--- src/rtl/smi_pkg.sv ---
// Shared types and constants for the small matrix inverse block.
// No dependencies; every other file refers to it by scoped names.
package smi_pkg;

   localparam int A_W      = 32;              // element and result width
   localparam int COF_W    = 2 * A_W + 1;     // 2x2 minor, exact
   localparam int DET_W    = COF_W + A_W + 2; // 3x3 determinant, exact
   localparam int MAG_W    = 130;             // divider magnitude width
   localparam int QB       = A_W + 1;         // quotient bits below overflow
   localparam int N_ELEM   = 9;
   localparam int N_LANE   = N_ELEM + 1;      // nine inverse entries and the determinant
   localparam int DET_LANE = N_ELEM;
   localparam int LANE_LAT = QB + 2;          // pre-check, QB steps, rounding

   typedef logic signed [A_W-1:0] elem_type;

   typedef enum logic [1:0] {
      ST_OK        = 2'd0,
      ST_SINGULAR  = 2'd1,
      ST_SATURATED = 2'd2
   } status_type;

   typedef struct packed {
      logic             en;
      logic             neg;
      logic [MAG_W-1:0] un;
      logic [MAG_W-1:0] ud;
   } lane_in_type;

   typedef struct packed {
      logic [A_W-1:0] value;
      logic           sat;
   } lane_out_type;

   typedef struct packed {
      logic valid;
      logic singular;
   } ctl_type;

endpackage

--- src/rtl/smi_merge.sv ---
// Merge stage: collects the lane results, forms status, drives the result
// register. Depends on smi_pkg.
module smi_merge (
   input  logic                  clock,
   input  logic                  reset,
   input  smi_pkg::ctl_type      ctl,
   input  smi_pkg::lane_out_type lane [smi_pkg::N_LANE],
   output logic                  valid,
   output logic [31:0]           inv [smi_pkg::N_ELEM],
   output logic [31:0]           det,
   output smi_pkg::status_type   status
);

   logic                any_sat;
   smi_pkg::status_type status_in, status_ff;
   logic                valid_ff;
   logic [31:0]         inv_ff [smi_pkg::N_ELEM];
   logic [31:0]         det_ff;

   always_comb begin
      any_sat = 1'b0;
      for (int k = 0; k < smi_pkg::N_LANE; k++) begin
         any_sat = any_sat | lane[k].sat;
      end
      priority if (ctl.singular) begin
         status_in = smi_pkg::ST_SINGULAR;
      end else if (any_sat) begin
         status_in = smi_pkg::ST_SATURATED;
      end else begin
         status_in = smi_pkg::ST_OK;
      end
   end

   always_ff @(posedge clock) begin
      if (reset) begin
         valid_ff <= 1'b0;
      end else begin
         valid_ff <= ctl.valid;
      end
   end

   always_ff @(posedge clock) begin
      status_ff <= status_in;
      det_ff    <= lane[smi_pkg::DET_LANE].value;
      for (int k = 0; k < smi_pkg::N_ELEM; k++) begin
         inv_ff[k] <= lane[k].value;
      end
   end

   assign valid  = valid_ff;
   assign inv    = inv_ff;
   assign det    = det_ff;
   assign status = status_ff;

endmodule

--- config.mk ---
export PLATFORM = sky130hd
export DESIGN_NAME = smi_merge
export DESIGN_NICKNAME = d
export VERILOG_FILES = /design/src/rtl/smi_pkg.sv /design/src/rtl/smi_merge.sv
export SDC_FILE = /design/constraint.sdc
export NUM_CORES = 1
export LEC_CHECK = 0
export BUFFER_PORTS_ARGS = -buffer_cell sky130_fd_sc_hd__buf_2
export CORE_AREA = 4 4 252 254
export DETAILED_ROUTE_END_ITERATION = 6
export DIE_AREA = 0 0 256 258
export MAX_ROUTING_LAYER = met4
export SETUP_SLACK_MARGIN = 0.3
export SKIP_CTS_REPAIR_TIMING = 1
export SYNTH_ARGS = -nofsm -noshare
export SYNTH_HDL_FRONTEND = slang
export SYNTH_SLANG_ARGS = --single-unit
--- constraint.sdc ---
create_clock -name clock -period 0.8 [get_ports clock]
set_input_delay 0.2 -clock clock [delete_from_list [all_inputs] [get_ports clock]]
set_output_delay 0.2 -clock clock [all_outputs]
set_load 0.01 [all_outputs]
==> summary.txt <==
Critical path
  • Crit path launch type: register
  • CP Max Fanout: 1
  • Critical-path cell list: buf_6
  • Critical Path Sink Type: primary output
  • Worst Path Buf+Inv: 1
  • WP data required: 0.60 ns
  • CP max stage cell: dfxtp_2
  • CP delay by family, top: flip-flops
  • Critical Setup Path Class: reg2out
  • Worst path max stage delay: 0.32 ns
  • Crit path arrival time: 0.97 ns

Floorplan
  • Chip height: 258 µm
  • # rows: 91
  • IO Pins: 657
  • Initial Util: 10.6%
  • Area of the core: 61300 µm²
  • Die width: 256 µm
  • Full die area: 66000 µm²

STA
  • Crit path time final: 1.17 ns
  • Final worst slack: -0.368 ns
  • RSZ-0062 raised after global routing: yes
  • Max Slew Vio Count: 0
  • F_max: 856 MHz
  • Worst hold slack: -0.0999 ns
  • Worst Tran Pin Value: 0.239 ns
  • Fin Setup TNS: -111.05 ns
  • Hold Fails Final Rpt: 2
  • Final setup fails: 323
  • Relative slew slack: 84.0%
  • Period utilisation layout: 146%

Yosys
  • Syn Nets: 662
  • Ys flop type: dfxtp_1
  • Post-synth top area cell: dfxtp_1
  • Synth async-reset ratio: 0%
  • Synth area leaders: dfxtp_1, nor4_1, a31oi_1, nor2b_1, nor2_1
  • Post-synth EDFFs: 0
  • Synth unique cells: 5
  • Sequential share of the synthesized area: 99.6%
  • Post-Synthesis Cells: 328
  • Top cells by count, synth: dfxtp_1, nor4_1, a31oi_1, nor2_1, nor2b_1
  • Post-synth top area share: 99.6%
  • Count leader, synth: dfxtp_1
  • Synthesized area: 6490 µm²
  • Register bit total from synthesis: 323
  • Syn_area_per_cell: 19.8 µm²
  • Yosys warning count: 0

Clock network
  • TritonCTS clock tree: done
  • H-tree levels: 2
  • TritonCTS Sinks: 323
  • Clk slew on worst S/H paths: 0.06 ns
  • CTS Buf Count: 36
  • CTS Root Cell: clkbuf_16
  • Maximum root-to-sink buffer count: 3

Drt
  • DRT Wirelength: 34.1 mm
  • WL/cell: 15.8 µm
  • Drt first pass iters: 4
  • Detail Route Antenna Nets: 0
  • Vias post-DR: 6571
  • 1st-iter DRT viols: 259
  • Drt drc: 0
  • Via density per instance: 3.04

Global routing
  • Largest net degree at the start of global routing: 15
  • GR Util met1: 7.44%
  • Initial antenna violation count: 5
  • Met2 GRT Util: 13.3%
  • GR Overflow Total: 0
  • M3 GR Usage: 3.36%
  • Total Routing Usage GR: 7.66%
  • First-pass GRT wire length: 36.8 mm
  • GRT Max-Usage Layer: met2
  • Vias in the first global route: 5844

Finish
  • Final nets: 1678
  • Final core utilization: 28.9%
  • Layout cells sized above 1: 75.9%
  • Footprint of the multi-input gates: 50.0 µm²
  • Final non-filler cell area: 17700 µm²
  • P&R area growth vs syn: 173%
  • Fillers: 5944
  • Reg area: 6870 µm²

Pwr
  • Total chip power: 39.6 mW
  • Peak VDD IR: 1.63 mV
  • P per Cell Area: 2240 nW/µm²
  • Pleak: 7.96 nW

Place
  • Hpwl dp: 22.2 mm
  • Routability cong.: 0.955
  • IO buf count: 656
  • Placed inst area: 11200 µm²

Outcome
  • Status: finished, violations left
  • Failing checks: negative hold slack, negative setup slack

Job
  • Max Cap Viol: 0

Hold path
  • HP Class: in2reg
## logic make-up after synthesis
group and share of synthesized area, %:
AO/OA/AOI/OAI 0.0964, AND/OR/NAND/NOR 0.347, flip-flops 99.6
## placed cells by master, fill, tap and decap left out
master         count
clkinv_4           1
nor4_4             1
diode_2            2
clkbuf_1           5
dfxtp_2          323
clkinvlp_4         4
nor2b_1            1
clkinv_2           4
buf_2            333
buf_6            323
clkbuf_8           8
nor4_2             1
bufinv_16          5
a31oi_1            1
nor2_1             1
dlygate4sd3_1    322
clkbuf_16         37
## registers in the layout, indices dropped and copies added, names as in the netlist
name and count:
det 32, inv 288, status 2, valid 1
## worst paths after layout
check | start | slack [ns] | end | depth (start not counted)
setup / recovery | inv[217] | -0.37 | inv[217] | 1
hold / removal | ctl[1] | -0.1 | valid | 2
## where the power goes
group | internal, mW | switching (mW) | leakage, nW
registers | 17.1 | 0.442 | 2.73
clock network | 10.8 | 6.60 | 0.610
logic | 3.12 | 1.51 | 4.62
## metal layers
| layer | share of wire, % | wire length, µm |
|---|---|---|
| met1 | 35 | 12000 |
| met2 | 53 | 18000 |
| met3 | 8.2 | 2790 |
| met4 | 3.9 | 1330 |
| met5 | 0 | 0 |
## area by class of cell
| type | instances | share of cell area (%) |
|---|---|---|
| clock buffers | 50 | 5.96 |
| clock inverters | 14 | 1.18 |
| repair buffers | 978 | 48.2 |
| flip-flops and latches | 323 | 38.8 |
| multi-input cells | 5 | 0.283 |
| diodes | 2 | 0.0283 |
| well taps | 790 | 5.58 |
## per-stage QoR
stage | instances | setup slack [ns]
after floorplan | 328 | 0.145
after global placement | 1774 | -0.0981
after detailed placement | 1774 | -0.0459
after CTS | 1838 | -0.438
after global routing | 2162 | -0.431
final | 2162 | -0.368
(Power assumes the default switching activity.)
